$ cat config.mk
export PLATFORM = sky130hd
export DESIGN_NAME = msf_front
export DESIGN_NICKNAME = d
export VERILOG_FILES = /design/src/design/msf_pkg.sv /design/src/design/msf_front.sv
export SDC_FILE = /design/constraint.sdc
export NUM_CORES = 1
export LEC_CHECK = 0
export CAP_MARGIN = 10
export CORE_ASPECT_RATIO = 0.6
export CORE_MARGIN = 2
export CORE_UTILIZATION = 50
export DETAILED_ROUTE_END_ITERATION = 8
export DONT_BUFFER_PORTS = 1
export PLACE_DENSITY = 0.67
export SYNTH_ARGS = -nofsm -noshare
export SYNTH_HDL_FRONTEND = slang
export SYNTH_SLANG_ARGS = --single-unit
$ cat constraint.sdc
create_clock -name clock -period 1.9 [get_ports clock]
set_clock_uncertainty 0.15 [all_clocks]
set_input_delay 0.095 -clock clock [delete_from_list [all_inputs] [get_ports clock]]
set_output_delay 0.095 -clock clock [all_outputs]
set_load 0.05 [all_outputs]
$ cat src/design/msf_pkg.sv
// Shared types and constants for the message slot FIFO.
// Used by msf_front, msf_back and the message_slot_fifo top level.
package msf_pkg;

   // Width of the message length field carried on the result channel.
   localparam int LEN_W = 7;

   typedef enum logic [1:0] {
      CMD_PUSH = 2'd0,
      CMD_POP  = 2'd1,
      CMD_DROP = 2'd2
   } cmd_type;

   typedef enum logic [1:0] {
      ST_OK    = 2'd0,
      ST_EMPTY = 2'd1,
      ST_FULL  = 2'd2,
      ST_LONG  = 2'd3
   } status_type;

   typedef enum logic [1:0] {
      OP_PUSH,
      OP_LAST,
      OP_POP,
      OP_DROP
   } op_kind_type;

   // One classified operation handed from the front end to the back end.
   typedef struct packed {
      op_kind_type kind;
      logic [7:0]  data;
      logic        empty_msg;
   } op_type;

   typedef enum logic [1:0] {
      BK_IDLE,
      BK_LEN,
      BK_STREAM
   } back_state_type;

endpackage

$ cat src/design/msf_front.sv
// Front end of the message slot FIFO: accepts request transactions, classifies
// them into operations and holds them in a two-entry queue. Depends on msf_pkg.
module msf_front (
   input  logic            clock,
   input  logic            reset,
   input  logic            req_valid,
   output logic            req_ready,
   input  logic [1:0]      req_command,
   input  logic [7:0]      req_in_byte,
   input  logic            req_in_last,
   input  logic            req_in_empty_message,
   output logic            op_valid,
   input  logic            op_ready,
   output msf_pkg::op_type op
);
   import msf_pkg::*;

   op_type     q_ff [2];
   logic       wptr_ff, wptr_in;
   logic       rptr_ff, rptr_in;
   logic [1:0] qcnt_ff, qcnt_in;
   op_type     cls;
   logic       cls_keep;
   logic       push, pop;

   always_comb begin
      cls.kind      = OP_PUSH;
      cls.data      = req_in_byte;
      cls.empty_msg = req_in_empty_message;
      cls_keep      = 1'b1;
      unique case (req_command)
         CMD_PUSH: cls.kind = req_in_last ? OP_LAST : OP_PUSH;
         CMD_POP:  cls.kind = OP_POP;
         CMD_DROP: cls.kind = OP_DROP;
         default:  cls_keep = 1'b0;  // Unused command code is taken and dropped.
      endcase
   end

   assign req_ready = (qcnt_ff != 2'd2);
   assign op_valid  = (qcnt_ff != 2'd0);
   assign op        = q_ff[rptr_ff];
   assign push      = req_valid && req_ready && cls_keep;
   assign pop       = op_valid && op_ready;

   always_comb begin
      wptr_in = push ? ~wptr_ff : wptr_ff;
      rptr_in = pop ? ~rptr_ff : rptr_ff;
      qcnt_in = qcnt_ff + {1'b0, push} - {1'b0, pop};
   end

   always_ff @(posedge clock) begin
      if (reset) begin
         wptr_ff <= 1'b0;
         rptr_ff <= 1'b0;
         qcnt_ff <= 2'd0;
      end else begin
         wptr_ff <= wptr_in;
         rptr_ff <= rptr_in;
         qcnt_ff <= qcnt_in;
      end
   end

   always_ff @(posedge clock) begin
      if (push) begin
         q_ff[wptr_ff] <= cls;
      end
   end

endmodule

After elaboration in Yosys (flattened, before gate mapping) --
Memory sizes are Yosys's and may differ from the RTL's. A register that Yosys moved wholly into a read port is not among the register bits. Cells that the tools add are included.
Word-level totals: memories kept 1, bits in writable memories 22, memory bits (read-only) 0, input bits 16, logic and storage cells 24, bits in registers 4, latch bits 0, output and inout port bits 13
Memories:
- q_ff | words 2, bits a word 11, read ports 1, clocked after memory_dff 1, write ports 1, line msf_front.sv:18 | op_type q_ff [2];
Cells by class: div/mod/pow operators 0, $lt $le $gt $ge 0, multipliers 0, bitwise gates (word level) 2, eq/ne operators 3, reduce and logical (&&, ||, !) cells 6, shift-type cells 0, add/subtract/negate cells 2, mux-type cells 7
Operators with widths (number):
- $mux 1 | 6
- $pmux 2 s3 | 1
- $logic_and 1x1->1 | 3
- $reduce_or 3->1 | 1
- $add 2x1->2 | 1
- $eq 2x1->1 const B | 1
- $eq 2x2->1 const B | 1
- $logic_not 2->1 | 1
- $ne 2x2->1 const B | 1
- $not 1->1 | 2
- $reduce_bool 2->1 | 1
- $sub 2x1->2 | 1

Depth between registers and ports, before layout --
Gate-level depths: netlist of the first run.
word-level depth 6, gate-level depth with buffers 8, gate-level depth less buffers 8

Worst setup path before layout of the first run --
Ideal clock, no wire load.
path type register to register, start reg qcnt_ff[0], end reg qcnt_ff[1], buffers on the path 0, stages on the path, launching flop included 9, setup time 0.078 ns, setup slack 0.120 ns, arrival 1.553 ns, cells stage by stage dfxtp_1 -> nand2b_4 -> nand3b_4 -> ha_1 -> inv_1 -> ha_1 -> xor2_1 -> and2_1 -> nor3_1
On the way: cells in the longest elaborated chain, start to end 5
RTL lines:
- from (decl) | line msf_front.sv:21 | logic [1:0] qcnt_ff, qcnt_in;
- from (signal assigned) | line msf_front.sv:59 | qcnt_ff <= qcnt_in;
- $ne 2x2->1 | line msf_front.sv:39 | assign req_ready = (qcnt_ff != 2'd2);
- net req_ready | line msf_front.sv:7 | output logic req_ready,
- $logic_and 1x1->1 (2 in series) | line msf_front.sv:42 | assign push = req_valid && req_ready && cls_keep;
- $add 2x1->2 | line msf_front.sv:48 | qcnt_in = qcnt_ff + {1'b0, push} - {1'b0, pop};
- $sub 2x1->2 | line msf_front.sv:48
The timed path passes the listed nets, and every way through them passes these cells. A chain may end at the register's enable or synchronous reset.

Final worst setup path of the first run --
start reg qcnt_ff[0], end reg qcnt_ff[1]
On the way: cells in the longest elaborated chain, start to end 5
RTL lines (line):
- $ne 2x2->1 | msf_front.sv:39
- $logic_and 1x1->1 (2 in series) | msf_front.sv:42
- $add 2x1->2 | msf_front.sv:48
- $sub 2x1->2 * | msf_front.sv:48
Mark *: on every way between the ends. The rest lies on a longest branch, timed or not.

==> results of run 1 <==
==> power breakdown <==
group	internal [mW]	switching [mW]
logic	0.265	0.553
clock network	0.0819	0.147
registers	0.758	0.0819
==> routing by layer <==
metal	wire length, um	up-vias	global-route usage
met5	0	-	0
met2	836	17	0.273
met3	72	0	0.0534
met4	0	0	0.0319
li1	-	280	-
met1	762	259	0.165
==> state kept, by name, summed over array words and instances, names as in the netlist, named ones only <==
name,flops
rptr_ff,1
qcnt_ff,2
wptr_ff,1
q_ff,22
==> timing repair <==
item | 4_1_cts | 5_1_grt
endpoints found under the setup margin | 0 | 1
resized for setup | 0 | 5
hold endpoints to repair | 27 | 0
hold buffers | 16 | 0
==> how the worst max path moves through the flow <==
stage | cells after the start | start | slack (ns) | to
final | 8 | qcnt_ff[0] | 0.14 | qcnt_ff[1]
after CTS | 8 | qcnt_ff[0] | 0.08 | qcnt_ff[1]
after floorplan | 8 | qcnt_ff[0] | 0.12 | qcnt_ff[1]
after global placement | 8 | qcnt_ff[0] | 0.18 | qcnt_ff[1]
after detailed placement | 8 | qcnt_ff[0] | 0.11 | qcnt_ff[1]
after global routing | 8 | qcnt_ff[0] | 0.02 | qcnt_ff[1]
==> cell usage after synthesis, drive strengths merged <==
cell and number:
edfxtp 22, o21a 1, ha 4, nor2b 1
xor2 1, nand3 1, xnor2 1, buf 1
o21ai 1, and2 1, mux2 12, inv 4
nand3b 1, or2 1, nand2b 1, dfxtp 5
nor2 7, nor3 1
==> cells by family (layout without fill, tap and decap cells) <==
logic type / Yosys count / after routing / synth area share
flops: 27 / 27 / 0.698
simple gates: 14 / 14 / 0.0815
mux: 12 / 12 / 0.127
buf+inv: 5 / 27 / 0.0184
fa+ha+maj: 4 / 4 / 0.0459
compound gates: 2 / 2 / 0.0126
xor+xnor: 2 / 2 / 0.0161
==> worst register-to-register path, cell delays in order (launching register included) <==
cell and delay, ns:
dfxtp_4 0.39, nand2b_4 0.14, nand3b_4 0.11, ha_4 0.27, inv_1 0.03, ha_1 0.19, xor2_2 0.15, and2_1 0.17
nor3_2 0.09
==> stage by stage <==
stage               area (um2)  utilization  hold WS, ns  power, mW
floorplan                 1090            -       0.0166       1.50
global placement          1140        0.541       0.0178       1.58
detailed placement        1140        0.541       0.0206       1.60
CTS                       1330        0.630       0.0745       1.86
global route              1360        0.643       0.0869       2.00
finish                    1360        0.643       0.0948       1.89
==> layout make-up <==
class                   instances  area, um2  area share
clock buffers                   4       26.3      0.0193
inverters                       4       15.0      0.0110
multi-input cells              34        334       0.246
flip-flops and latches         27        764       0.562
well taps                      30       37.5      0.0276
repair buffers                 19        183       0.134
==> impl_metrics.ini, run 1 <==
[timing]
relSlewSlack = 0.664
worstMarginPinSlew_ns = 0.503
max_freq_mhz = 567
min_period_ns = 1.76
setup_violations = 0
rsz0062_at_grt = no
fin_ws_ns = 0.138
hold_viol = 0
period_share = 0.927
slew_viol_final = 0
tns_ns = 0

[detailed_routing]
dr.pass1.iters = 2
drc = 0
via_per_inst = 4.71
ant_nets = 0
wire_per_inst_um = 14.2
num_vias = 556
first_iter_violations = 25
drt-total-wl_um = 1670

[synth]
synth_top_area_frac = 0.606
syn_avg_cell_area_um2 = 16.5
synth-seq-cells = 27
synth_area_leader_cell = edfxtp_1
netlist_area_mm2 = 0.00109
yosysSeqAreaShare = 0.698
ys_warn_count = 0
synth.distinct_cells = 19
syn_inst = 66
synthTopCellsByArea = edfxtp_1 61%, mux2_2 11%, dfxtp_1 9.2%
syn-num-nets = 86

[setup_path]
required_ns = 1.99
crit_type = reg -> reg
cp-end-kind = flip-flop
path_max_fanout = 4
crit_path_top_delay_cell = dfxtp_4
worstReg2RegEnd = qcnt_ff[1]
rr_worst_depth = 8
rrSetupSlack_ns = 0.14
worstPathArrival_ns = 1.85
crit_chain = nand2b_4, nand3b_4, ha_4, inv_1, ha_1, xor2_2, and2_1, nor3_2
crit_family = simple AND/OR/NAND/NOR gates
critPathBufInv = 1
critPathLaunchType = flip-flop
critical_path.max_stage_delay_ns = 0.39
rr_startpoint = qcnt_ff[0]

[power_and_ir_drop]
peakVddDrop_mv = 0.574
power.density_mw_per_mm2 = 1390
p_leak_nw = 0.500

[global_routing]
grt_max_degree = 15
overflow = 0
grt_pass1_vias = 556
track_usage = 0.145
grt_pass1_wl_um = 2590
antenna_found_initial = 0

[place]
place_congestion = 0.599
dp.cells = 98
port-buffer-count = 0
dp_hpwl_um = 1120
place_ws_ns = 0.113

[status]
status = completed

[flow_run]
cap_violations = 0

[floorplan]
die_area_mm2 = 0.00258
die_w_um = 64.3
die_h_um = 40.2
io_pins = 29
start_util = 0.515
coreArea_mm2 = 0.00211
row_count = 13

[finish]
final_common_cell = edfxtp_1
drive_gt1_frac = 0.295
stdcell_count = 118
fillers = 163
nets = 109
most-common-layout-cells = 22 x edfxtp_1, 16 x dlygate4sd3_1, 11 x mux2_2
area_delta_synth_final_pct = 24.8
antenna_cells = 0

[clocking]
clk_latency_ns = 0.31
h-tree-depth = 1
clockBufferDepth = 2
cts_setup_buffers = 0
cts_made_buffers = 3
root_buffer = clkbuf_4
cts_tree = yes
path_clk_slew_ns = 0.13
clock-sinks = 27

[hold_path]
hp-start = req_command[1]
hold_class = in -> reg
worstHoldEndpoint = wptr_ff
hold_depth = 3
No activity file was read; power rests on OpenSTA's default activity.
==> inputs of run 2 (changes only) <==
--- a/config.mk
+++ b/config.mk
@@ -5,6 +5,7 @@
 export SDC_FILE = /design/constraint.sdc
 export NUM_CORES = 1
 export LEC_CHECK = 0
+export ABC_AREA = 1
 export CAP_MARGIN = 10
 export CORE_ASPECT_RATIO = 0.6
 export CORE_MARGIN = 2
==> impl_metrics.ini, run 2 <==
[status]
status = completed

[synth]
synth-seq-cells = 27
syn_inst = 80
synth_edf_count = 22
synth_common_cells = 22 x edfxtp_1, 12 x inv_1, 10 x mux2_4, 10 x nor2_1, 8 x nand2_1
synthTopCellsByArea = edfxtp_1 58%, mux2_4 13%, dfxtp_1 8.8%
ys_warn_count = 0
syn_avg_cell_area_um2 = 14.1
synth_area_leader_cell = edfxtp_1
synth.distinct_cells = 12
synth_most_common_cell = edfxtp_1
synth_ff_type = edfxtp_1
netlist_area_mm2 = 0.00113
synth_async_sr_flop_share = 0
syn-num-nets = 100
synth_top_area_frac = 0.584
yosysSeqAreaShare = 0.673

[timing]
tns_ns = 0
hold_viol = 0
relSlewSlack = 0.707
worstMarginPinSlew_ns = 0.439
min_period_ns = 1.76
setup_violations = 0
rsz0062_at_grt = no
slew_viol_final = 0
max_freq_mhz = 567
period_share = 0.928

[hold_path]
hold_class = in -> reg
hp-start = req_command[1]

[place]
dp_hpwl_um = 1250
dp.cells = 113
place_congestion = 0.683
port-buffer-count = 0

[finish]
top_register = q_ff
drive_gt1_frac = 0.218
nets = 122
area_delta_synth_final_pct = 22.2
top_regs = q_ff x22, qcnt_ff x2
final_common_cell = edfxtp_1
most-common-layout-cells = 22 x edfxtp_1, 14 x dlygate4sd3_1, 12 x inv_1
largest_reg_flops = 22
stdcell_count = 131
antenna_cells = 0

[floorplan]
die_h_um = 40.8
die_w_um = 65.4
row_count = 13
coreArea_mm2 = 0.00215
die_area_mm2 = 0.00267
start_util = 0.527
io_pins = 29

[power_and_ir_drop]
p_leak_nw = 0.560
peakVddDrop_mv = 0.789
power.density_mw_per_mm2 = 1320

[clocking]
cts_setup_buffers = 0
path_clk_slew_ns = 0.09
cts_tree = yes
h-tree-depth = 1
cts_made_buffers = 3
root_buffer = clkbuf_8
clockBufferDepth = 2
clock-sinks = 27
clk_latency_ns = 0.27

[global_routing]
grt_pass1_vias = 620
grt_pass1_wl_um = 2700
overflow = 0
antenna_found_initial = 0
grt_max_degree = 17
track_usage = 0.147

[detailed_routing]
first_iter_violations = 20
drc = 0
dr.pass1.iters = 4
num_vias = 647
wire_per_inst_um = 13.7
via_per_inst = 4.94
drt-total-wl_um = 1790
ant_nets = 0

[setup_path]
critical_path.max_stage_delay_ns = 0.53
worstPathArrival_ns = 1.78
cp_common_cell = inv_1
required_ns = 1.92
crit_path_top_delay_cell = dlygate4sd3_1
rr_startpoint = qcnt_ff[0]
cp-end-kind = flip-flop
critPathBufInv = 4
crit_chain = dlygate4sd3_1, inv_1, nor2_2, nand2_1, ha_1, inv_1, ha_1, inv_1, nand2_1, a21oi_1, nor2_1
path_max_fanout = 3
crit_type = in -> reg
crit_family = buffers and inverters
worstSetupStartpoint = req_valid
critPathLaunchType = input port

[flow_run]
cap_violations = 0
## run 2: cell types whose count changed after synthesis, sizes merged, moves of 2 or more
cell | previous run | this run
inv | 4 | 12
nand2 | 0 | 8
nand3 | 1 | 4
nor2 | 7 | 10
a21oi | 0 | 2
## run 2: kinds of logic (layout without fill, tap and decap cells)
family / after synthesis / in the layout / synth area share
buffers and inverters: 13 / 34 / 0.0498
muxes: 11 / 11 / 0.143
AOI/OAI and AO/OA: 3 / 3 / 0.0133
adders and majority gates: 4 / 4 / 0.0442
and+or+nand+nor: 22 / 22 / 0.0774
DFF: 27 / 27 / 0.673
## run 2: per-stage QoR
step                       util  hold slack, ns  setup WS [ns]  power (mW)  area, um2
after detailed placement  0.554          0.0220          0.156        1.49       1190
after CTS                 0.642          0.0220         0.0923        1.84       1380
after global routing      0.644          0.0544        0.00480        1.92       1380
after floorplan               -          0.0162          0.124        1.39       1130
after global placement    0.554          0.0198          0.282        1.47       1190
final                     0.644          0.0287          0.136        1.83       1380
## run 2: report_power, final
group	switching [mW]	internal, mW
clock network	0.170	0.149
registers	0.0343	0.735
logic	0.508	0.231
## run 2: worst paths after layout
| kind | end | slack, ns | depth (start not counted) |
|---|---|---|---|
| hold / removal | q_ff[1][10] | 0.03 | 2 |
| setup / recovery | qcnt_ff[1] | 0.14 | 11 |
| hold reg to reg | rptr_ff | 0.37 | 2 |
| setup reg to reg | qcnt_ff[1] | 0.15 | 10 |
## run 2: cell type report
cell class                      count  area [um2]
Clock buffer                        3        41.3
Multi-Input combinational cell     40         319
Timing Repair Buffer               18         170
Clock inverter                      1        7.51
Sequential cell                    27         762
Inverter                           12        45.0
Fill cell                         178         764
Tap cell                           30        37.5
## run 2: metal layers
metal  global-route usage  wire length (um)  up-vias
met5                    0                 0        -
met4               0.0365                13        0
met3               0.0549                96        2
met2                0.273               907       18
met1                0.168               777      313
li1                     -                 -      314
## run 2: timing repair
item                                   4_1_cts  5_1_grt
setup endpoints to repair                    0        1
endpoints found under the hold margin       27        0
hold buffers                                14        0
resized for setup                            0        2
## run 2: worst register-to-register path, stage by stage (launching register included)
cell and delay (ns):
dfxtp_2 0.37, inv_1 0.07, nand2_2 0.10, nand2_1 0.09, ha_1 0.29, inv_1 0.04, ha_1 0.19, inv_1 0.07
nand2_1 0.07, a21oi_1 0.15, nor2_1 0.06
==> inputs of run 3 (changes only) <==
--- a/config.mk
+++ b/config.mk
@@ -8,11 +8,12 @@
 export ABC_AREA = 1
 export CAP_MARGIN = 10
 export CORE_ASPECT_RATIO = 0.6
-export CORE_MARGIN = 2
+export CORE_MARGIN = 3
 export CORE_UTILIZATION = 50
 export DETAILED_ROUTE_END_ITERATION = 8
 export DONT_BUFFER_PORTS = 1
 export PLACE_DENSITY = 0.67
+export RECOVER_POWER = 100
 export SYNTH_ARGS = -nofsm -noshare
 export SYNTH_HDL_FRONTEND = slang
 export SYNTH_SLANG_ARGS = --single-unit
==> impl_metrics.ini, run 3 (same netlist as run 2, synthesis figures left out) <==
[finish]
largest_reg_flops = 22
area_delta_synth_final_pct = 17.0
nets = 122
top_regs = q_ff x22, qcnt_ff x2
top_register = q_ff
multi_input_area_um2 = 280
final-seq-area_um2 = 761
final_common_cell = edfxtp_1
fillers = 148
antenna_cells = 0
most-common-layout-cells = 22 x edfxtp_1, 14 x dlygate4sd3_1, 12 x inv_1
stdcell_count = 129
drive_gt1_frac = 0.0594

[global_routing]
antenna_found_initial = 0
grt_pass1_wl_um = 2920
grt_max_degree = 15
track_usage = 0.139
overflow = 0
grt_pass1_vias = 664

[power_and_ir_drop]
switching_share = 0.396
power.density_mw_per_mm2 = 1290
p_clk_frac = 0.174
p_leak_nw = 0.524
power.internal_mw = 1.03
p_seq_frac = 0.449
p_comb_frac = 0.378
switchingPower_uw = 674
peakVddDrop_mv = 0.687
finalPower_mw = 1.70

[detailed_routing]
drt-total-wl_um = 1800
first_iter_violations = 21
drc = 0
wire_per_inst_um = 14.0
via_per_inst = 4.92
ant_nets = 0
dr.pass1.iters = 4
num_vias = 635

[status]
status = completed

[place]
dp.cells = 111
place_ws_ns = 0.265
dp_hpwl_um = 1230
port-buffer-count = 0
place_congestion = 0.785

[setup_path]
rrSetupSlack_ns = 0.22
required_ns = 1.76
crit_end = q_ff[0][9]
rr_worst_depth = 10
worstReg2RegEnd = qcnt_ff[1]
rr_startpoint = qcnt_ff[0]
worstPathArrival_ns = 1.59
path_max_fanout = 2
critPathLaunchType = input port
worstSetupStartpoint = req_command[0]
crit_type = in -> reg
cp-end-kind = flip-flop

[timing]
period_share = 0.914
max_freq_mhz = 576
tns_ns = 0
holdWs_ns = 0.0462
min_period_ns = 1.74
slew_viol_final = 0
hold_viol = 0
setup_violations = 0
worstMarginPinSlew_ns = 0.634
relSlewSlack = 0.578
fin_ws_ns = 0.163
rsz0062_at_grt = no

[hold_path]
hold_class = in -> reg

[clocking]
cts_made_buffers = 3
cts_resized = 0
clock-sinks = 27
root_buffer = clkbuf_8
h-tree-depth = 1
cts_tree = yes
path_clk_slew_ns = 0.08
clockBufferDepth = 2
clk_latency_ns = 0.26

[floorplan]
die_area_mm2 = 0.00289
io_pins = 29
die_w_um = 67.4
start_util = 0.566
row_count = 12
coreArea_mm2 = 0.00200
die_h_um = 42.8

[flow_run]
cap_violations = 0
## run 3: timing repair
action	CTS	global route
setup buffers	0	0
endpoints found under the hold margin	27	0
hold buffers	14	0
## run 3: cell type report
cell class	instances	area share
tap	28	0.0265
sequential	27	0.575
multi-input combinational	40	0.212
inverter	12	0.0340
clock buffer	4	0.0340
timing repair buffer	18	0.119
## run 3: power by group through the flow
| stage | Combinational (mW) | Clock (mW) | Sequential, mW |
|---|---|---|---|
| after floorplan | 0.614 | 0 | 0.775 |
| after global placement | 0.705 | 0 | 0.778 |
| after detailed placement | 0.710 | 0 | 0.781 |
| after CTS | 0.738 | 0.314 | 0.768 |
| after global routing | 0.686 | 0.342 | 0.773 |
| final | 0.643 | 0.296 | 0.764 |
## run 3: worst min-delay path by stage
stage	startpoint	end	cells after the start
after floorplan	reset	qcnt_ff[0]	1
after global placement	reset	qcnt_ff[0]	1
after detailed placement	reset	qcnt_ff[0]	1
after CTS	req_command[1]	q_ff[0][10]	2
after global routing	req_command[1]	wptr_ff	4
final	req_command[1]	q_ff[1][10]	2
## run 3: through the flow
stage               instance area (um2)  utilization
floorplan                          1130            -
global placement                   1190        0.595
detailed placement                 1190        0.595
CTS                                1370        0.687
global route                       1320        0.663
finish                             1320        0.663
## run 3: layer usage
layer | part of all wire | wire (um) | GRT usage | vias up
li1 | - | - | - | 315
met1 | 0.43 | 774 | 0.164 | 302
met2 | 0.49 | 890 | 0.238 | 18
met3 | 0.076 | 137 | 0.0688 | 0
met4 | 0 | 0 | 0.0121 | 0
met5 | 0 | 0 | 0 | -
## run 3: worst max-delay path, stage by stage
cell	delay (ns)
dlygate4sd3_1	0.55
inv_1	0.05
ha_1	0.19
nand3_1	0.07
o21ai_0	0.07
dlygate4sd3_1	0.58
